===== config.mk =====
export PLATFORM = sky130hd
export DESIGN_NAME = ipv6_ext_header_chain_parser_flat
export DESIGN_NICKNAME = d
export VERILOG_FILES = /design/src/ip6ehc_pkg.sv /design/src/ip6ehc_if.sv /design/src/ipv6_ext_header_chain_parser.sv /design/src/flat_wrapper.sv
export SDC_FILE = /design/constraint.sdc
export NUM_CORES = 1
export LEC_CHECK = 0
export BUFFER_PORTS_ARGS = -buffer_cell sky130_fd_sc_hd__buf_2
export CAP_MARGIN = 10
export CORE_ASPECT_RATIO = 1.5
export CORE_MARGIN = 4
export CORE_UTILIZATION = 45
export CTS_CLUSTER_DIAMETER = 30
export DETAILED_ROUTE_END_ITERATION = 8
export HOLD_SLACK_MARGIN = 0.1
export PLACE_DENSITY = 0.69
export SYNTH_ARGS = -nofsm -noshare
export SYNTH_HDL_FRONTEND = slang
export SYNTH_SLANG_ARGS = --single-unit

===== constraint.sdc =====
create_clock -name clk -period 15.6 [get_ports clk]
set_clock_uncertainty 0.2 [all_clocks]
set_input_delay 3.12 -clock clk [delete_from_list [all_inputs] [get_ports clk]]
set_output_delay 3.12 -clock clk [all_outputs]
set_load 0.05 [all_outputs]

===== src/ip6ehc_pkg.sv =====
// Package: protocol codes, walk phases and beat types of the IPv6 extension header parser
`default_nettype none
package ip6ehc_pkg;

	localparam logic [7:0] PROTO_HOP   = 8'd0;
	localparam logic [7:0] PROTO_ROUTE = 8'd43;
	localparam logic [7:0] PROTO_FRAG  = 8'd44;
	localparam logic [7:0] PROTO_AH    = 8'd51;
	localparam logic [7:0] PROTO_DEST  = 8'd60;

	typedef enum logic [1:0] {
		PH_IDLE = 2'd0,
		PH_WALK = 2'd1,
		PH_DONE = 2'd2
	} phase_t;

	typedef struct packed {
		logic [7:0] data_byte;
		logic       first_byte;
		logic       last_byte;
		logic [7:0] start_proto;
	} in_beat_t;

	typedef struct packed {
		logic [7:0]  final_proto;
		logic [15:0] last_hdr_offset;
		logic        last_hdr_valid;
		logic [15:0] ext_total_bytes;
	} out_beat_t;

	function automatic logic is_ext(input logic [7:0] p);
		return (p == PROTO_HOP) || (p == PROTO_ROUTE) || (p == PROTO_FRAG) ||
			(p == PROTO_AH) || (p == PROTO_DEST);
	endfunction

endpackage
`default_nettype wire


===== src/ip6ehc_if.sv =====
// Valid/ready channel interfaces for packet byte beats and result beats
`default_nettype none
interface ip6ehc_in_if;
	logic                valid;
	logic                ready;
	ip6ehc_pkg::in_beat_t data;

	modport source (output valid, output data, input ready);
	modport sink (input valid, input data, output ready);
endinterface

interface ip6ehc_out_if;
	logic                 valid;
	logic                 ready;
	ip6ehc_pkg::out_beat_t data;

	modport source (output valid, output data, input ready);
	modport sink (input valid, input data, output ready);
endinterface
`default_nettype wire


===== src/ipv6_ext_header_chain_parser.sv =====
// IPv6 extension header chain parser: walks the header chain over a byte stream.
// Usage:
//   pkt carries one packet byte per beat, starting with the first byte after the
//   fixed header (first_byte = 1, start_proto = fixed header next-header) and
//   ending with last_byte = 1. Hop-by-hop, routing, fragment, AH and destination
//   headers are skipped; one result beat is sent on res when the chain ends
//   (upper protocol, non-first fragment, malformed or truncated header, end of
//   packet). Bytes after the end of the chain produce nothing.
//   Throughput: one byte per cycle while res is not stalled. A byte sits in the
//   input stage and is walked when the stage advances, where its result is
//   registered in the output register that drives res.valid.
//   Reset: the walker goes idle and ignores bytes until a first_byte beat.
//   Stall: a result waits in the output register while res.ready is low; the
//   input stage still fills, then pkt.ready drops until the result is taken.
//   Offset and total counters are OFFSET_BITS wide and saturate; results carry
//   their low 16 bits.
`default_nettype none
module ipv6_ext_header_chain_parser #(
	parameter int OFFSET_BITS = 16
) (
	input  wire          clk,
	input  wire          arst_n,
	ip6ehc_in_if.sink    pkt,
	ip6ehc_out_if.source res
);

	localparam int CW = OFFSET_BITS;

	// input stage
	logic                  valid_s1;
	ip6ehc_pkg::in_beat_t  beat_s1;
	logic                  adv;

	// walker state
	logic [7:0]            cur_proto_q;
	logic [7:0]            pending_next_q;
	logic [10:0]           hdr_pos_q;
	logic [11:0]           hdr_len_q;
	logic [CW-1:0]         total_q;
	logic [CW-1:0]         last_off_q;
	logic                  seen_q;
	logic [7:0]            frag_high_q;
	ip6ehc_pkg::phase_t    phase_q;

	// next state
	logic [7:0]            n_proto;
	logic [7:0]            n_pend;
	logic [10:0]           n_pos;
	logic [11:0]           n_len;
	logic [CW-1:0]         n_total;
	logic [CW-1:0]         n_off;
	logic                  n_seen;
	logic [7:0]            n_fh;
	ip6ehc_pkg::phase_t    n_phase;
	logic                  emit;
	logic [7:0]            emit_proto;
	logic                  abort;
	logic [CW:0]           sum;

	// output register
	logic                  res_valid_q;
	ip6ehc_pkg::out_beat_t res_q;

	assign adv       = valid_s1 && (!res_valid_q || res.ready);
	assign pkt.ready = !valid_s1 || adv;
	assign res.valid = res_valid_q;
	assign res.data  = res_q;

	always_ff @(posedge clk or negedge arst_n) begin
		if (!arst_n) begin
			valid_s1 <= 1'b0;
		end else if (pkt.ready) begin
			valid_s1 <= pkt.valid;
		end
	end

	always_ff @(posedge clk) begin
		if (pkt.ready && pkt.valid) begin
			beat_s1 <= pkt.data;
		end
	end

	always_comb begin
		n_proto    = cur_proto_q;
		n_pend     = pending_next_q;
		n_pos      = hdr_pos_q;
		n_len      = hdr_len_q;
		n_total    = total_q;
		n_off      = last_off_q;
		n_seen     = seen_q;
		n_fh       = frag_high_q;
		n_phase    = phase_q;
		emit       = 1'b0;
		emit_proto = 8'd0;
		abort      = 1'b0;
		sum        = '0;

		if (beat_s1.first_byte) begin
			n_total = '0;
			n_off   = '0;
			n_seen  = 1'b0;
			n_fh    = 8'd0;
			n_pos   = 11'd0;
			n_len   = 12'd0;
			n_pend  = 8'd0;
			n_proto = beat_s1.start_proto;
			n_phase = ip6ehc_pkg::PH_WALK;
		end

		if (beat_s1.first_byte && !ip6ehc_pkg::is_ext(beat_s1.start_proto)) begin
			emit       = 1'b1;
			emit_proto = beat_s1.start_proto;
			n_phase    = ip6ehc_pkg::PH_DONE;
		end else if (n_phase == ip6ehc_pkg::PH_WALK) begin
			priority if (n_pos == 11'd0) begin
				n_pend = beat_s1.data_byte;
			end else if (n_pos == 11'd1) begin
				priority if (n_proto == ip6ehc_pkg::PROTO_FRAG) begin
					if (beat_s1.data_byte != 8'd0) begin
						abort      = 1'b1;
						emit       = 1'b1;
						emit_proto = n_proto;
						n_phase    = ip6ehc_pkg::PH_DONE;
					end else begin
						n_len = 12'd8;
					end
				end else if (n_proto == ip6ehc_pkg::PROTO_AH) begin
					n_len = {2'b00, beat_s1.data_byte, 2'b00} + 12'd8;
				end else begin
					n_len = {1'b0, beat_s1.data_byte, 3'b000} + 12'd8;
				end
			end else if (n_pos == 11'd2) begin
				n_fh = beat_s1.data_byte;
			end else if (n_pos == 11'd3) begin
				n_fh = ((n_fh != 8'd0) || (beat_s1.data_byte[7:3] != 5'd0)) ? 8'd1 : 8'd0;
			end else begin
				n_fh = n_fh;
			end

			if (!abort) begin
				if ((n_pos != 11'd0) && (({1'b0, n_pos} + 12'd1) == n_len)) begin
					// header complete
					sum     = {1'b0, n_total} + (CW+1)'(n_len);
					n_off   = n_total;
					n_seen  = 1'b1;
					n_total = sum[CW] ? {CW{1'b1}} : sum[CW-1:0];
					n_pos   = 11'd0;
					if ((n_proto == ip6ehc_pkg::PROTO_FRAG) && (n_fh != 8'd0)) begin
						emit       = 1'b1;
						emit_proto = n_pend;
						n_phase    = ip6ehc_pkg::PH_DONE;
					end else begin
						n_proto = n_pend;
						if (!ip6ehc_pkg::is_ext(n_pend) || beat_s1.last_byte) begin
							emit       = 1'b1;
							emit_proto = n_pend;
							n_phase    = ip6ehc_pkg::PH_DONE;
						end
					end
				end else begin
					n_pos = n_pos + 11'd1;
					if (beat_s1.last_byte) begin
						emit       = 1'b1;
						emit_proto = n_proto;
						n_phase    = ip6ehc_pkg::PH_DONE;
					end
				end
			end
		end
	end

	always_ff @(posedge clk or negedge arst_n) begin
		if (!arst_n) begin
			cur_proto_q    <= 8'd0;
			pending_next_q <= 8'd0;
			hdr_pos_q      <= 11'd0;
			hdr_len_q      <= 12'd0;
			total_q        <= '0;
			last_off_q     <= '0;
			seen_q         <= 1'b0;
			frag_high_q    <= 8'd0;
			phase_q        <= ip6ehc_pkg::PH_IDLE;
		end else if (adv) begin
			cur_proto_q    <= n_proto;
			pending_next_q <= n_pend;
			hdr_pos_q      <= n_pos;
			hdr_len_q      <= n_len;
			total_q        <= n_total;
			last_off_q     <= n_off;
			seen_q         <= n_seen;
			frag_high_q    <= n_fh;
			phase_q        <= n_phase;
		end
	end

	always_ff @(posedge clk or negedge arst_n) begin
		if (!arst_n) begin
			res_valid_q <= 1'b0;
		end else if (adv && emit) begin
			res_valid_q <= 1'b1;
		end else if (res.ready) begin
			res_valid_q <= 1'b0;
		end
	end

	always_ff @(posedge clk) begin
		if (adv && emit) begin
			res_q.final_proto     <= emit_proto;
			res_q.last_hdr_offset <= n_seen ? 16'(n_off) : 16'd0;
			res_q.last_hdr_valid  <= n_seen;
			res_q.ext_total_bytes <= 16'(n_total);
		end
	end

	// checks
	a_emit_done: assert property (@(posedge clk) disable iff (!arst_n)
		adv && emit |=> phase_q == ip6ehc_pkg::PH_DONE)
		else $error("walker not done after result");

	a_idle_clear: assert property (@(posedge clk) disable iff (!arst_n)
		phase_q == ip6ehc_pkg::PH_IDLE |-> !seen_q && (total_q == '0))
		else $error("idle walker holds header state");

	a_off_le_total: assert property (@(posedge clk) disable iff (!arst_n)
		seen_q |-> last_off_q <= total_q)
		else $error("last header offset beyond total");

	a_stage_hold: assert property (@(posedge clk) disable iff (!arst_n)
		valid_s1 && !adv |=> valid_s1 && $stable(beat_s1))
		else $error("stalled input stage lost its byte");

endmodule
`default_nettype wire


===== src/flat_wrapper.sv =====
// flat-port wrapper written by rule: the top's interface ports become plain ports
module ipv6_ext_header_chain_parser_flat 
#(
	parameter int OFFSET_BITS = 16
)
  (clk, arst_n, pkt_valid, pkt_data, pkt_ready, res_valid, res_data, res_ready);
  ip6ehc_in_if pkt_i ();
  ip6ehc_out_if res_i ();
  input  wire clk;
  input  wire arst_n;
  input wire logic [$bits(pkt_i.valid)-1:0] pkt_valid;
  input wire logic [$bits(pkt_i.data)-1:0] pkt_data;
  output wire logic [$bits(pkt_i.ready)-1:0] pkt_ready;
  output wire logic [$bits(res_i.valid)-1:0] res_valid;
  output wire logic [$bits(res_i.data)-1:0] res_data;
  input wire logic [$bits(res_i.ready)-1:0] res_ready;
  assign pkt_i.valid = pkt_valid;
  assign pkt_i.data = pkt_data;
  assign pkt_ready = pkt_i.ready;
  assign res_valid = res_i.valid;
  assign res_data = res_i.data;
  assign res_i.ready = res_ready;
  ipv6_ext_header_chain_parser #(.OFFSET_BITS(OFFSET_BITS)) u_core (.clk(clk), .arst_n(arst_n), .pkt(pkt_i), .res(res_i));
endmodule

== Yosys cells after proc, flatten, opt, wreduce, memory -nomap -nowiden ==
Index checks and enable logic that the tools add are counted.

* Register bits after elaboration: 143
* Input bits: 22
* Output and inout bits: 43

* Add/sub/neg operators: 5
* Equality and inequality tests: 15
* Multiplexer cells: 91
* Reductions and logical operators: 31

{| class="wikitable"
|+ Operators by type and width
! operator !! count
|-
| 2-to-1 mux 8 bit || 32
|-
| 2-to-1 mux 16 bit || 11
|-
| 2-to-1 mux 12 bit || 10
|-
| == test 8 x 6 -> 1 bit, second input constant || 10
|-
| 2-to-1 mux 11 bit || 5
|-
| 2-to-1 mux 2 bit || 12
|-
| nonzero test 8 bit || 3
|-
| == test 11 x 2 -> 1 bit, second input constant || 2
|-
| 2-to-1 mux 1 bit || 21
|-
| adder 16 x 12 -> 17 bit || 1
|-
| zero test 8 bit || 2
|-
| adder 11 x 1 -> 12 bit, second input constant || 1
|-
| adder 11 x 4 -> 12 bit, second input constant || 1
|-
| == test 12 bit || 1
|-
| logical OR 1 bit || 12
|-
| adder 10 x 4 -> 11 bit, second input constant || 1
|-
| adder 11 x 1 -> 11 bit, second input constant || 1
|-
| == test 11 x 1 -> 1 bit, second input constant || 1
|-
| zero test 11 bit || 1
|-
| nonzero test 11 bit || 1
|-
| logical AND 1 bit || 6
|-
| nonzero test 5 bit || 1
|-
| zero test 1 bit || 4
|-
| == test 2 x 1 -> 1 bit, second input constant || 1
|-
| nonzero test 2 bit || 1
|}

== Depth between registers and ports, before layout ==
Gate-level depths: netlist of run 1.

* Depth in word-level cells: 23
* Depth in mapped cells: 26
* Gate-level depth less buffers: 19

== Least setup slack after synthesis of run 1 ==
Ideal clock, no wire load.

* Kind: input to output
* Start point: input port res_ready
* End point: output port pkt_ready
* Arrival time: 3.564 ns
* Required time: 12.280 ns
* Setup slack: 8.716 ns
* Stages on the path: 2
* Path buffers: 0
* Cells stage by stage: nor2b_1 > nand2_1

* Cells in the longest elaborated chain, start to end: 3

{| class="wikitable"
|+ Ends and longest elaborated chain
! element !! RTL line !! RTL
|-
| start: declaration || flat_wrapper.sv:16 || <nowiki>input wire logic [$bits(res_i.ready)-1:0] res_ready;</nowiki>
|-
| logical OR 1 bit || ipv6_ext_header_chain_parser.sv:64 || <nowiki>assign adv = valid_s1 && (!res_valid_q || res.ready);</nowiki>
|-
| logical AND 1 bit || ipv6_ext_header_chain_parser.sv:64 ||
|-
| logical OR 1 bit || ipv6_ext_header_chain_parser.sv:65 || <nowiki>assign pkt.ready = !valid_s1 || adv;</nowiki>
|-
| end: declaration || flat_wrapper.sv:13 || <nowiki>output wire logic [$bits(pkt_i.ready)-1:0] pkt_ready;</nowiki>
|}

Every way passes these cells.

== Worst setup path after layout of run 1 ==
Ends and elaborated chain as after synthesis.

==> flow_results.xml, run 1 <==
<?xml version="1.0" encoding="UTF-8"?>
<metrics>
  <group name="grt">
    <metric name="largest_net_degree_at_the_start_of_global_routing" unit="">53</metric>
    <metric name="antenna_found_initial" unit="">0</metric>
    <metric name="grt_overflow" unit="">0</metric>
    <metric name="wire_length_of_the_first_global_routing_pass" unit="um">39200</metric>
    <metric name="vias_in_the_first_global_route" unit="">7355</metric>
    <metric name="grtUsageTotal" unit="%">23.5</metric>
  </group>
  <group name="power">
    <metric name="totalPowerFinal" unit="mW">1.18</metric>
    <metric name="vdd.ir_drop.worst" unit="mV">0.0775</metric>
    <metric name="p_leak" unit="nW">3.98</metric>
    <metric name="seq_power_share" unit="%">39.5</metric>
    <metric name="internal_power" unit="mW">0.809</metric>
    <metric name="power.combinational.fraction" unit="%">20.5</metric>
    <metric name="power_switching" unit="mW">0.374</metric>
    <metric name="pwr-share-clk" unit="%">40.0</metric>
    <metric name="power-per-cell-area" unit="nW/um2">121</metric>
    <metric name="sw_frac_of_total" unit="%">31.6</metric>
  </group>
  <group name="clock_tree">
    <metric name="postCtsSetupRepairBufs" unit="">0</metric>
    <metric name="tritoncts" unit="">built</metric>
    <metric name="clock_path_buffers" unit="">2</metric>
    <metric name="inserted_clock_buffers" unit="">17</metric>
    <metric name="clock_sink_count" unit="">143</metric>
    <metric name="insertion_delay" unit="ns">0.43</metric>
    <metric name="cts.reportedPaths.clkPinSlew" unit="ns">0.06</metric>
    <metric name="h_tree_level_count" unit="">4</metric>
    <metric name="count_of_instances_resized_after_the_clock_tree_is_built" unit="">0</metric>
    <metric name="cts.root.buffer_cell" unit="">clkbuf_16</metric>
    <metric name="hold_fix_buffer_count_after_cts" unit="">0</metric>
  </group>
  <group name="logic_synthesis">
    <metric name="post_synth.cell_area_avg" unit="um2">9.49</metric>
    <metric name="synth_area" unit="um2">8610</metric>
    <metric name="synthesis.instances" unit="">907</metric>
    <metric name="postSynthNetCount" unit="">947</metric>
    <metric name="postSynthRegisterBits" unit="">143</metric>
    <metric name="netlist-cell-type-count" unit="">82</metric>
    <metric name="asyncSetResetFlopFracSynth" unit="%">58.7</metric>
    <metric name="synth_sequential_area_ratio" unit="%">45.0</metric>
    <metric name="ys_warn_count" unit="">0</metric>
    <metric name="postSynth.topFlopCell" unit="">dfrtp_1</metric>
    <metric name="synth_enable_flop_cells" unit="">59</metric>
  </group>
  <group name="setup_path">
    <metric name="crit_arrival" unit="ns">3.68</metric>
    <metric name="cp.required" unit="ns">12.28</metric>
    <metric name="worst_r2r_startpoint" unit="">u_core.beat_s1[9]$_DFFE_PP_</metric>
    <metric name="crit_slowest_cell" unit="">buf_2</metric>
    <metric name="worstPathCellList" unit="">buf_2 &gt; nor2b_1 &gt; nand2_1 &gt; buf_2</metric>
    <metric name="cp_common_cell" unit="">buf_2</metric>
    <metric name="setup.worst_path.class" unit="">in2out</metric>
    <metric name="path_max_fanout" unit="">3</metric>
    <metric name="rr_endpoint" unit="">u_core.res.data[10]$_DFFE_PP_</metric>
    <metric name="crit_end" unit="">pkt_ready</metric>
    <metric name="cp-startpoint" unit="">res_ready</metric>
    <metric name="critPathTopFamily" unit="">buffers and inverters</metric>
    <metric name="startpoint_type" unit="">input port</metric>
    <metric name="cp_slowest_stage_delay" unit="ns">0.22</metric>
    <metric name="ff2ff_path_depth" unit="">20</metric>
    <metric name="cp_num_buf_inv" unit="">2</metric>
    <metric name="end_kind" unit="">output pin</metric>
    <metric name="crit_cells" unit="">4</metric>
    <metric name="regToRegSetupSlack" unit="ns">9.08</metric>
  </group>
  <group name="detailed_routing">
    <metric name="drc_errors" unit="">0</metric>
    <metric name="routed_wire_length_per_instance" unit="um">20.3</metric>
    <metric name="dr.first_iter.drc_count" unit="">575</metric>
    <metric name="ant_nets" unit="">0</metric>
    <metric name="detailroute.via_count" unit="">7553</metric>
    <metric name="route.detailed.vias_per_inst" unit="">6.21</metric>
    <metric name="wirelength_routed" unit="um">24800</metric>
    <metric name="number_of_iterations_in_the_first_detailed_routing_pass" unit="">5</metric>
  </group>
  <group name="placed_design">
    <metric name="pre_cts_slack" unit="ns">8.60</metric>
    <metric name="place.port_buffers" unit="">64</metric>
    <metric name="globalplace.congestion" unit="">0.923</metric>
    <metric name="hpwl" unit="um">17700</metric>
    <metric name="placed_cells" unit="">1185</metric>
  </group>
  <group name="sta">
    <metric name="finalSetupViolCount" unit="">0</metric>
    <metric name="tightestPinTransition" unit="ns">1.02</metric>
    <metric name="achievable-frequency" unit="GHz">0.143</metric>
    <metric name="grt_setup_unrepaired" unit="">no</metric>
    <metric name="maxSlewHeadroom" unit="%">31.7</metric>
    <metric name="report.final.slew_viol_count" unit="">0</metric>
    <metric name="period_minus_slack" unit="ns">7.00</metric>
    <metric name="totalNegativeSetupSlack" unit="ns">0</metric>
    <metric name="postLayoutSetupSlackWorst" unit="ns">8.60</metric>
    <metric name="hold_viol_final" unit="">0</metric>
    <metric name="final.period_utilization" unit="%">44.9</metric>
  </group>
  <group name="min_path">
    <metric name="hold_removal_path_class" unit="">reg2reg</metric>
    <metric name="worst_hold_path_stage_count" unit="">2</metric>
  </group>
  <group name="floorplanning">
    <metric name="core-area" unit="um2">18700</metric>
    <metric name="floorplan.io_pins" unit="">65</metric>
    <metric name="chipWidth" unit="um">121</metric>
    <metric name="initial_core_util" unit="%">46.0</metric>
    <metric name="die_y" unit="um">177</metric>
    <metric name="rows" unit="">61</metric>
    <metric name="die_area" unit="um2">21500</metric>
  </group>
  <group name="run">
    <metric name="max-cap-violations" unit="">0</metric>
  </group>
  <group name="finish">
    <metric name="fin_cells" unit="">1217</metric>
    <metric name="num-nets-final" unit="">992</metric>
    <metric name="post_route_cells_drive_above_1_share" unit="%">14.4</metric>
    <metric name="synthToLayoutAreaGrowth" unit="%">14.0</metric>
    <metric name="antenna-diode-count" unit="">0</metric>
  </group>
  <group name="run_status">
    <metric name="outcome" unit="">completed</metric>
  </group>
</metrics>
-- per-stage QoR --
stage               instance area [um2]  hold slack, ns  utilization [%]
finish                             9810           0.282             52.5
CTS                                9810           0.286             52.5
detailed placement                 9130           0.272             48.8
global route                       9810           0.314             52.5
global placement                   9130           0.266             48.8
floorplan                          8610           0.247                -
-- worst register-to-register path: cells and delay by family, from the launching register on --
kind                     cells  cell delay (ns)
buffers and inverters        3             0.65
adder cells (fa/ha/maj)      3             1.01
multiplexers                 1             0.29
flip-flops                   1             0.35
AO/OA/AOI/OAI                7             2.03
AND/OR/NAND/NOR              6             1.74
-- flip-flops by register name (all words and copies together) (netlist names) --
register               count
u_core.res.data           41
u_core.valid_s1            1
u_core.phase_q             2
u_core.frag_high_q         8
u_core.seen_q              1
u_core.cur_proto_q         8
u_core.hdr_pos_q          11
u_core.res.valid           1
u_core.last_off_q         16
u_core.beat_s1            18
u_core.pending_next_q      8
u_core.total_q            16
u_core.hdr_len_q          12
-- cells by family after synthesis --
family / count (synthesis) / share of synthesized area, %
AND/OR/NAND/NOR: 342 / 20.3
XOR/XNOR: 23 / 2.34
buffers and inverters: 78 / 3.84
adder cells (fa/ha/maj): 21 / 3.05
flip-flops: 143 / 45.0
AO/OA/AOI/OAI: 278 / 22.7
multiplexers: 22 / 2.69
-- how the worst min path moves through the flow --
stage / end / from
global placement: u_core.hdr_len_q[11]$_DFFE_PN0P_ / u_core.hdr_len_q[11]$_DFFE_PN0P_
finish: u_core.pending_next_q[4]$_DFFE_PN0P_ / u_core.pending_next_q[4]$_DFFE_PN0P_
detailed placement: u_core.pending_next_q[4]$_DFFE_PN0P_ / u_core.pending_next_q[4]$_DFFE_PN0P_
global route: u_core.last_off_q[12]$_DFFE_PN0P_ / u_core.last_off_q[12]$_DFFE_PN0P_
CTS: u_core.pending_next_q[4]$_DFFE_PN0P_ / u_core.pending_next_q[4]$_DFFE_PN0P_
floorplan: u_core.seen_q$_DFFE_PN0P_ / u_core.seen_q$_DFFE_PN0P_
-- Yosys cell counts (all sizes together) (10+ instances only) --
library cell	instances	share of area (%)
and3	28	2.0
o211ai	10	0.87
nor3	20	1.2
o21ai	61	3.6
a22o	23	2.3
xnor2	17	1.7
a31oi	10	0.73
and2	12	0.87
ha	17	2.5
nand2	125	5.4
dfrtp	84	24
inv	28	1.2
clkbuf	28	1.2
nor2	52	2.3
edfxtp	59	21
a21oi	59	3.6
a221o	19	2.2
nor4	15	1.3
nand4	13	1.0
nor2b	20	1.5
mux2i	13	1.5
nand3	21	1.2
buf	22	1.4
o221ai	10	1.0
-- power groups by stage --
stage	clock network, mW	logic [mW]	registers [mW]
after CTS	0.476	0.241	0.467
final	0.473	0.243	0.467
after floorplan	0	0.146	0.495
after global routing	0.495	0.263	0.471
after detailed placement	0	0.240	0.473
after global placement	0	0.237	0.472
-- area by class of cell --
class | instances | area (um2)
Timing Repair Buffer | 76 | 413
Sequential cell | 143 | 3870
Fill cell | 1717 | 8890
Multi-Input combinational cell | 686 | 4420
Tap cell | 252 | 315
Clock buffer | 17 | 425
Clock inverter | 15 | 256
Inverter | 28 | 105
-- metal layers --
metal	vias up	global-route usage (%)	share of wire (%)
met5	-	0	0
met4	0	16.2	6.8
met3	107	3.13	3.8
met2	268	40.6	51
met1	3640	26.7	38
li1	3538	-	-
-- layout by cell type (no fill, tap or decap), types with 21 or more instances in the layout --
master,count
a21oi_1,57
a22o_1,23
and3_1,28
buf_2,63
dfrtp_1,84
edfxtp_1,59
inv_1,28
nand2_1,125
nand3_1,21
nor2_1,51
o21ai_0,51
No activity file was read; power rests on OpenSTA's default activity.
==> inputs of run 2 (changes only) <==
--- a/config.mk
+++ b/config.mk
@@ -5,6 +5,7 @@
 export SDC_FILE = /design/constraint.sdc
 export NUM_CORES = 1
 export LEC_CHECK = 0
+export ABC_AREA = 1
 export BUFFER_PORTS_ARGS = -buffer_cell sky130_fd_sc_hd__buf_2
 export CAP_MARGIN = 10
 export CORE_ASPECT_RATIO = 1.5
@@ -13,7 +14,7 @@
 export CTS_CLUSTER_DIAMETER = 30
 export DETAILED_ROUTE_END_ITERATION = 8
 export HOLD_SLACK_MARGIN = 0.1
-export PLACE_DENSITY = 0.69
+export PLACE_DENSITY = 0.71
 export SYNTH_ARGS = -nofsm -noshare
 export SYNTH_HDL_FRONTEND = slang
 export SYNTH_SLANG_ARGS = --single-unit
==> constraint.sdc (replaced) <==
create_clock -name clk -period 5.9 [get_ports clk]
set_clock_uncertainty 0.2 [all_clocks]
set_input_delay 1.18 -clock clk [delete_from_list [all_inputs] [get_ports clk]]
set_output_delay 1.18 -clock clk [all_outputs]
set_load 0.05 [all_outputs]
==> run 2 against run 1 <==
Area after synthesis up 8.5%. Worst hold slack worse by 0.00070 ns. Flip-flop and latch count unchanged. Die area up 8.0%. Cell area rose by 7.1%. Routed wire length increased by 9.4%.
==> flow_results.xml, run 2 <==
<?xml version="1.0" encoding="UTF-8"?>
<metrics>
  <group name="floorplanning">
    <metric name="floorplan.io_pins" unit="">65</metric>
    <metric name="chipWidth" unit="um">126</metric>
    <metric name="die_y" unit="um">184</metric>
    <metric name="initial_core_util" unit="%">45.7</metric>
    <metric name="rows" unit="">64</metric>
    <metric name="core-area" unit="um2">20400</metric>
    <metric name="die_area" unit="um2">23200</metric>
  </group>
  <group name="setup_path">
    <metric name="cp_num_buf_inv" unit="">5</metric>
    <metric name="startpoint_type" unit="">register</metric>
    <metric name="crit_slowest_cell" unit="">o21ai_0</metric>
    <metric name="critPathTopFamily" unit="">simple AND/OR/NAND/NOR gates</metric>
    <metric name="cp.required" unit="ns">5.79</metric>
    <metric name="crit_arrival" unit="ns">4.97</metric>
    <metric name="cp_common_cell" unit="">nand2_1</metric>
    <metric name="setup.worst_path.class" unit="">reg2reg</metric>
    <metric name="cp_slowest_stage_delay" unit="ns">0.56</metric>
    <metric name="end_kind" unit="">register</metric>
    <metric name="path_max_fanout" unit="">45</metric>
    <metric name="worstPathCellList" unit="">buf_4 &gt; nor2_1 &gt; inv_1 &gt; ha_1 &gt; inv_1 &gt; nor2_1 &gt; nand2_1 &gt; o21ai_0 &gt; nor2_1 &gt; nand3_1 &gt; nand2_1 &gt; nand2_1 &gt; nand2_1 &gt; nand3_1 &gt; nor2_1 &gt; o21ai_0 &gt; nand2_1 &gt; nand2_1 &gt; nand2_1 &gt; inv_1 &gt; buf_4</metric>
  </group>
  <group name="logic_synthesis">
    <metric name="synth_area" unit="um2">9340</metric>
    <metric name="synthesis.instances" unit="">1329</metric>
    <metric name="yosys.cell_count.top_type" unit="">nand2_1</metric>
    <metric name="ys_warn_count" unit="">0</metric>
    <metric name="netlist-cell-type-count" unit="">50</metric>
    <metric name="synthDominantCellAreaShare" unit="%">22.5</metric>
    <metric name="synth_area_leaders" unit="">dfrtp_1 (23%), edfxtp_1 (19%), nand2_1 (19%), inv_1 (6.7%), nand3_1 (6.1%)</metric>
    <metric name="library_cell_occupying_the_most_area_in_the_post_synthesis_netlist" unit="">dfrtp_1</metric>
    <metric name="asyncSetResetFlopFracSynth" unit="%">58.7</metric>
    <metric name="post_synth.cell_area_avg" unit="um2">7.03</metric>
    <metric name="synth_sequential_area_ratio" unit="%">41.5</metric>
    <metric name="postSynthRegisterBits" unit="">143</metric>
    <metric name="synthTopCellsByCount" unit="">nand2_1 (465), inv_1 (166), nand3_1 (114), nor2_1 (102), o21ai_0 (101)</metric>
    <metric name="postSynthNetCount" unit="">1369</metric>
    <metric name="postSynth.topFlopCell" unit="">dfrtp_1</metric>
    <metric name="synth_enable_flop_cells" unit="">59</metric>
  </group>
  <group name="grt">
    <metric name="grt_overflow" unit="">0</metric>
    <metric name="vias_in_the_first_global_route" unit="">8638</metric>
    <metric name="wire_length_of_the_first_global_routing_pass" unit="um">43700</metric>
    <metric name="grtUsageTotal" unit="%">24.1</metric>
    <metric name="largest_net_degree_at_the_start_of_global_routing" unit="">70</metric>
    <metric name="antenna_found_initial" unit="">0</metric>
  </group>
  <group name="power">
    <metric name="power_switching" unit="mW">1.36</metric>
    <metric name="pwr-share-clk" unit="%">32.1</metric>
    <metric name="internal_power" unit="mW">2.15</metric>
    <metric name="seq_power_share" unit="%">36.6</metric>
    <metric name="sw_frac_of_total" unit="%">38.7</metric>
    <metric name="vdd.ir_drop.worst" unit="mV">0.251</metric>
    <metric name="p_leak" unit="nW">5.45</metric>
    <metric name="power-per-cell-area" unit="nW/um2">333</metric>
    <metric name="power.combinational.fraction" unit="%">31.3</metric>
  </group>
  <group name="placed_design">
    <metric name="globalplace.congestion" unit="">0.995</metric>
    <metric name="pre_cts_slack" unit="ns">0.866</metric>
    <metric name="hpwl" unit="um">20100</metric>
    <metric name="place.port_buffers" unit="">64</metric>
  </group>
  <group name="detailed_routing">
    <metric name="wirelength_routed" unit="um">27100</metric>
    <metric name="routed_wire_length_per_instance" unit="um">16.3</metric>
    <metric name="route.detailed.vias_per_inst" unit="">5.30</metric>
    <metric name="drc_errors" unit="">0</metric>
    <metric name="number_of_iterations_in_the_first_detailed_routing_pass" unit="">6</metric>
    <metric name="dr.first_iter.drc_count" unit="">576</metric>
    <metric name="ant_nets" unit="">0</metric>
    <metric name="detailroute.via_count" unit="">8797</metric>
  </group>
  <group name="clock_tree">
    <metric name="hold_fix_buffer_count_after_cts" unit="">0</metric>
    <metric name="insertion_delay" unit="ns">0.44</metric>
    <metric name="inserted_clock_buffers" unit="">17</metric>
    <metric name="h_tree_level_count" unit="">4</metric>
    <metric name="cts.reportedPaths.clkPinSlew" unit="ns">0.06</metric>
    <metric name="tritoncts" unit="">built</metric>
    <metric name="cts.root.buffer_cell" unit="">clkbuf_16</metric>
    <metric name="count_of_instances_resized_after_the_clock_tree_is_built" unit="">0</metric>
    <metric name="postCtsSetupRepairBufs" unit="">0</metric>
    <metric name="clock_path_buffers" unit="">2</metric>
    <metric name="clock_sink_count" unit="">143</metric>
  </group>
  <group name="sta">
    <metric name="maxSlewHeadroom" unit="%">47.4</metric>
    <metric name="grt_setup_unrepaired" unit="">no</metric>
    <metric name="period_minus_slack" unit="ns">5.08</metric>
    <metric name="finalSetupViolCount" unit="">0</metric>
    <metric name="final.period_utilization" unit="%">86.1</metric>
    <metric name="fin_worst_hold_slack" unit="ns">0.282</metric>
    <metric name="hold_viol_final" unit="">0</metric>
    <metric name="postLayoutSetupSlackWorst" unit="ns">0.820</metric>
    <metric name="report.final.slew_viol_count" unit="">0</metric>
    <metric name="achievable-frequency" unit="GHz">0.197</metric>
    <metric name="totalNegativeSetupSlack" unit="ns">0</metric>
    <metric name="tightestPinTransition" unit="ns">0.789</metric>
  </group>
  <group name="min_path">
    <metric name="hold_removal_path_class" unit="">reg2reg</metric>
  </group>
  <group name="finish">
    <metric name="post_route_cells_drive_above_1_share" unit="%">10.7</metric>
    <metric name="synthToLayoutAreaGrowth" unit="%">12.6</metric>
    <metric name="antenna-diode-count" unit="">0</metric>
    <metric name="most_common_library_cell_in_the_layout_ignoring_fill_and_taps" unit="">nand2_1</metric>
    <metric name="largest_reg_flops" unit="">41</metric>
    <metric name="footprint_of_the_multi_input_gates" unit="um2">4620</metric>
    <metric name="num-nets-final" unit="">1423</metric>
    <metric name="count_of_fill_cells_added_during_filler_insertion" unit="">2021</metric>
    <metric name="most-common-layout-cells" unit="">nand2_1 (464), inv_1 (166), nand3_1 (114)</metric>
    <metric name="finish.utilization" unit="%">51.5</metric>
    <metric name="seqCellArea" unit="um2">3870</metric>
  </group>
  <group name="run">
    <metric name="max-cap-violations" unit="">0</metric>
  </group>
  <group name="run_status">
    <metric name="outcome" unit="">completed</metric>
  </group>
</metrics>
run 2: changes by cell type in the layout (fill, tap and decap cells not counted), sizes merged, moves of 19 or more:
cell and change:
a21oi -28, a221o -19, a22o -23, and3 -27, inv +140, nand2 +355, nand3 +95, nor2 +61
nor2b -20, o21ai +70
run 2: power by group through the flow:
stage	combinational [mW]	sequential [mW]	clock (mW)
floorplan	0.664	1.43	0
global placement	1.07	1.30	0
detailed placement	1.08	1.30	0
CTS	1.09	1.28	1.14
global route	1.21	1.30	1.19
finish	1.10	1.28	1.12
run 2: cell families after synthesis:
family                   after synthesis  synth area share, %
AO/OA/AOI/OAI                        181                 10.3
XOR/XNOR                              20                 1.88
adder cells (fa/ha/maj)               18                 2.49
buffers and inverters                215                 9.11
flip-flops                           143                 41.5
AND/OR/NAND/NOR                      752                 34.8
run 2: area by class of cell:
type                    instances  share of cell area (%)
clock buffers                  19                    4.42
clock inverters                13                    1.46
inverters                     173                    6.18
multi-input cells             971                    43.9
flip-flops and latches        143                    36.9
well taps                     264                    3.14
repair buffers                 77                    4.00
run 2: routing by layer:
metal,vias to the layer above,wire (um),track usage [%],share of wire [%]
met5,-,0,0,0
met4,0,1470,14.3,5.4
met3,88,1020,3.62,3.8
met2,266,14400,44.4,53
met1,4073,10200,25.9,38
li1,4370,-,-,-
run 2: path summary, 6_finish.rpt:
kind,start,endpoint,slack (ns),cells after the start
max reg2reg,u_core.beat_s1[9]$_DFFE_PP_,u_core.res.data[19]$_SDFFCE_PN0P_,0.82,21
min,u_core.cur_proto_q[0]$_DFFE_PN0P_,u_core.cur_proto_q[0]$_DFFE_PN0P_,0.28,2
max in group asynchronous,arst_n,u_core.cur_proto_q[2]$_DFFE_PN0P_,3.96,2
max,u_core.beat_s1[9]$_DFFE_PP_,u_core.res.data[19]$_SDFFCE_PN0P_,0.82,21
min in group asynchronous,arst_n,u_core.last_off_q[5]$_DFFE_PN0P_,0.50,1
min reg2reg,u_core.cur_proto_q[0]$_DFFE_PN0P_,u_core.cur_proto_q[0]$_DFFE_PN0P_,0.28,2
run 2: metrics by stage:
step | std cells | area (um2) | total power, mW
2_1_floorplan | 1329 | 9340 | 2.09
3_3_place_gp | 1628 | 9890 | 2.37
3_5_place_dp | 1628 | 9890 | 2.39
4_1_cts | 1660 | 10500 | 3.52
5_1_grt | 1660 | 10500 | 3.70
6_report | 1660 | 10500 | 3.50
run 2: worst reg2reg max path: stages (launching register included):
cell and delay [ns]:
edfxtp_1 0.36, buf_4 0.46, nor2_1 0.21, inv_1 0.14, ha_1 0.17, inv_1 0.08
nor2_1 0.31, nand2_1 0.44, o21ai_0 0.56, nor2_1 0.11, nand3_1 0.09, nand2_1 0.05
nand2_1 0.06, nand2_1 0.07, nand3_1 0.07, nor2_1 0.05, o21ai_0 0.28, nand2_1 0.08
nand2_1 0.09, nand2_1 0.09, inv_1 0.28, buf_4 0.45
==> inputs of run 3 (changes only) <==
--- a/config.mk
+++ b/config.mk
@@ -8,13 +8,15 @@
 export ABC_AREA = 1
 export BUFFER_PORTS_ARGS = -buffer_cell sky130_fd_sc_hd__buf_2
 export CAP_MARGIN = 10
+export CELL_PAD_IN_SITES_DETAIL_PLACEMENT = 2
+export CELL_PAD_IN_SITES_GLOBAL_PLACEMENT = 2
 export CORE_ASPECT_RATIO = 1.5
 export CORE_MARGIN = 4
-export CORE_UTILIZATION = 45
+export CORE_UTILIZATION = 32
 export CTS_CLUSTER_DIAMETER = 30
 export DETAILED_ROUTE_END_ITERATION = 8
 export HOLD_SLACK_MARGIN = 0.1
-export PLACE_DENSITY = 0.71
+export PLACE_DENSITY = 0.84
 export SYNTH_ARGS = -nofsm -noshare
 export SYNTH_HDL_FRONTEND = slang
 export SYNTH_SLANG_ARGS = --single-unit
==> run 3 against run 2 <==
Utilization shrank 14 points. Register-to-register slack lost 0.28 ns. First-iteration DRC count shrank 34%. Sequential power is essentially flat. Critical path type unchanged. Critical endpoint is now u_core.res.data[4]$_DFFE_PP_.
==> flow_results.xml, run 3 (synthesis results as in run 2) <==
<?xml version="1.0" encoding="UTF-8"?>
<metrics>
  <group name="clock_tree">
    <metric name="insertion_delay" unit="ns">0.46</metric>
    <metric name="clock_path_buffers" unit="">2</metric>
    <metric name="h_tree_level_count" unit="">4</metric>
    <metric name="postCtsSetupRepairBufs" unit="">0</metric>
    <metric name="cts.root.buffer_cell" unit="">clkbuf_16</metric>
    <metric name="hold_fix_buffer_count_after_cts" unit="">0</metric>
    <metric name="inserted_clock_buffers" unit="">17</metric>
    <metric name="count_of_instances_resized_after_the_clock_tree_is_built" unit="">0</metric>
    <metric name="tritoncts" unit="">built</metric>
    <metric name="cts.reportedPaths.clkPinSlew" unit="ns">0.07</metric>
    <metric name="clock_sink_count" unit="">143</metric>
  </group>
  <group name="min_path">
    <metric name="worst_hold_path_stage_count" unit="">2</metric>
    <metric name="holdCritStartpoint" unit="">u_core.total_q[13]$_DFFE_PN0P_</metric>
    <metric name="hold_removal_path_class" unit="">reg2reg</metric>
    <metric name="whs_endpoint" unit="">u_core.total_q[13]$_DFFE_PN0P_</metric>
  </group>
  <group name="sta">
    <metric name="totalNegativeSetupSlack" unit="ns">0</metric>
    <metric name="achievable-frequency" unit="GHz">0.187</metric>
    <metric name="final.period_utilization" unit="%">90.8</metric>
    <metric name="tightestPinTransition" unit="ns">0.760</metric>
    <metric name="report.final.slew_viol_count" unit="">0</metric>
    <metric name="maxSlewHeadroom" unit="%">49.3</metric>
    <metric name="finalSetupViolCount" unit="">0</metric>
    <metric name="fin_worst_hold_slack" unit="ns">0.283</metric>
    <metric name="hold_viol_final" unit="">0</metric>
    <metric name="period_minus_slack" unit="ns">5.36</metric>
    <metric name="grt_setup_unrepaired" unit="">no</metric>
  </group>
  <group name="placed_design">
    <metric name="globalplace.congestion" unit="">0.882</metric>
    <metric name="hpwl" unit="um">27000</metric>
    <metric name="placement.cell_area" unit="um2">10000</metric>
    <metric name="place.port_buffers" unit="">64</metric>
  </group>
  <group name="setup_path">
    <metric name="startpoint_type" unit="">register</metric>
    <metric name="cp.required" unit="ns">5.80</metric>
    <metric name="setup.worst_path.class" unit="">reg2reg</metric>
    <metric name="regToRegSetupSlack" unit="ns">0.54</metric>
    <metric name="rr_endpoint" unit="">u_core.res.data[4]$_DFFE_PP_</metric>
    <metric name="ff2ff_path_depth" unit="">20</metric>
    <metric name="end_kind" unit="">register</metric>
    <metric name="path_max_fanout" unit="">33</metric>
    <metric name="crit_arrival" unit="ns">5.26</metric>
    <metric name="worst_r2r_startpoint" unit="">u_core.beat_s1[9]$_DFFE_PP_</metric>
  </group>
  <group name="grt">
    <metric name="largest_net_degree_at_the_start_of_global_routing" unit="">62</metric>
    <metric name="grt_overflow" unit="">0</metric>
    <metric name="antenna_found_initial" unit="">0</metric>
    <metric name="grtUsageTotal" unit="%">22.9</metric>
    <metric name="wire_length_of_the_first_global_routing_pass" unit="um">57100</metric>
    <metric name="vias_in_the_first_global_route" unit="">10474</metric>
  </group>
  <group name="detailed_routing">
    <metric name="route.detailed.vias_per_inst" unit="">5.21</metric>
    <metric name="drc_errors" unit="">0</metric>
    <metric name="dr.first_iter.drc_count" unit="">378</metric>
    <metric name="ant_nets" unit="">0</metric>
    <metric name="routed_wire_length_per_instance" unit="um">20.1</metric>
    <metric name="wirelength_routed" unit="um">35900</metric>
    <metric name="number_of_iterations_in_the_first_detailed_routing_pass" unit="">5</metric>
    <metric name="detailroute.via_count" unit="">9291</metric>
  </group>
  <group name="floorplanning">
    <metric name="die_area" unit="um2">32000</metric>
    <metric name="floorplan.io_pins" unit="">65</metric>
    <metric name="chipWidth" unit="um">147</metric>
    <metric name="core-area" unit="um2">28700</metric>
    <metric name="rows" unit="">76</metric>
    <metric name="initial_core_util" unit="%">32.5</metric>
    <metric name="die_y" unit="um">217</metric>
  </group>
  <group name="finish">
    <metric name="num-nets-final" unit="">1422</metric>
    <metric name="antenna-diode-count" unit="">0</metric>
    <metric name="synthToLayoutAreaGrowth" unit="%">13.7</metric>
    <metric name="most-common-layout-cells" unit="">nand2_1 (464), inv_1 (165), nand3_1 (114)</metric>
    <metric name="post_route_cells_drive_above_1_share" unit="%">10.6</metric>
    <metric name="most_common_library_cell_in_the_layout_ignoring_fill_and_taps" unit="">nand2_1</metric>
    <metric name="largest_reg_flops" unit="">41</metric>
    <metric name="final_design_area_no_fill" unit="um2">10600</metric>
    <metric name="finish.utilization" unit="%">37.0</metric>
  </group>
  <group name="run">
    <metric name="max-cap-violations" unit="">0</metric>
  </group>
  <group name="power">
    <metric name="totalPowerFinal" unit="mW">3.57</metric>
    <metric name="power-per-cell-area" unit="nW/um2">337</metric>
    <metric name="p_leak" unit="nW">5.43</metric>
    <metric name="vdd.ir_drop.worst" unit="mV">0.205</metric>
  </group>
  <group name="run_status">
    <metric name="outcome" unit="">completed</metric>
  </group>
</metrics>
[run 3: cell count changes in the layout (fill, tap and decap cells not counted), sizes merged]
cell    change
inv         +2
buf         -1
bufinv      -1
clkinv      -1
[run 3: worst max-delay path by stage]
stage	from	endpoint	depth (start not counted)
after global routing	u_core.beat_s1[9]$_DFFE_PP_	u_core.res.data[4]$_DFFE_PP_	20
after detailed placement	u_core.beat_s1[9]$_DFFE_PP_	u_core.res.data[4]$_DFFE_PP_	19
after global placement	u_core.beat_s1[9]$_DFFE_PP_	u_core.res.data[2]$_DFFE_PP_	18
after floorplan	u_core.beat_s1[9]$_DFFE_PP_	u_core.res.data[0]$_DFFE_PP_	23
final	u_core.beat_s1[9]$_DFFE_PP_	u_core.res.data[4]$_DFFE_PP_	20
after CTS	u_core.beat_s1[9]$_DFFE_PP_	u_core.res.data[4]$_DFFE_PP_	20
[run 3: metrics by stage]
| stage | setup WS [ns] | std cells |
|---|---|---|
| detailed placement | 0.821 | 1753 |
| global placement | 1.03 | 1753 |
| global route | 0.291 | 1785 |
| floorplan | 1.47 | 1329 |
| CTS | 0.621 | 1785 |
| finish | 0.541 | 1785 |
[run 3: per-layer routing]
layer | global-route usage (%) | vias up | routed length (um)
met4 | 9.86 | 0 | 1570
li1 | - | 4376 | -
met3 | 3.40 | 90 | 895
met1 | 23.8 | 4645 | 13400
met2 | 44.9 | 180 | 20100
met5 | 0 | - | 0
[run 3: critical path, stage by stage, from the launching register on]
cell and delay (ns):
edfxtp_1 0.44, inv_2 0.42, nand2_1 0.13, nand2_1 0.17, nand2_1 0.15, nor2_1 0.26, nand2_1 0.18, o21ai_0 0.31
nand2_1 0.25, nand3_1 0.15, nand2_1 0.09, nor2_1 0.11, nand2_1 0.07, nor2_1 0.10, nand3_1 0.53, o21ai_0 0.37
nand2_1 0.11, nand2_1 0.11, nand2_1 0.12, clkinv_1 0.23, buf_4 0.43
[run 3: layout make-up]
class,instances,area [um2]
well taps,390,488
clock buffers,19,453
fillers,3522,18100
repair buffers,76,413
inverters,173,649
clock inverters,13,125
flip-flops and latches,143,3870
multi-input cells,971,4620
[run 3: power by group]
part	internal (mW)	total, mW	switching (mW)	leakage [nW]
combinational	0.281	1.19	0.904	3.44
clock	0.609	1.09	0.485	0.282
sequential	1.20	1.30	0.0914	1.71
total	2.09	3.57	1.48	5.43
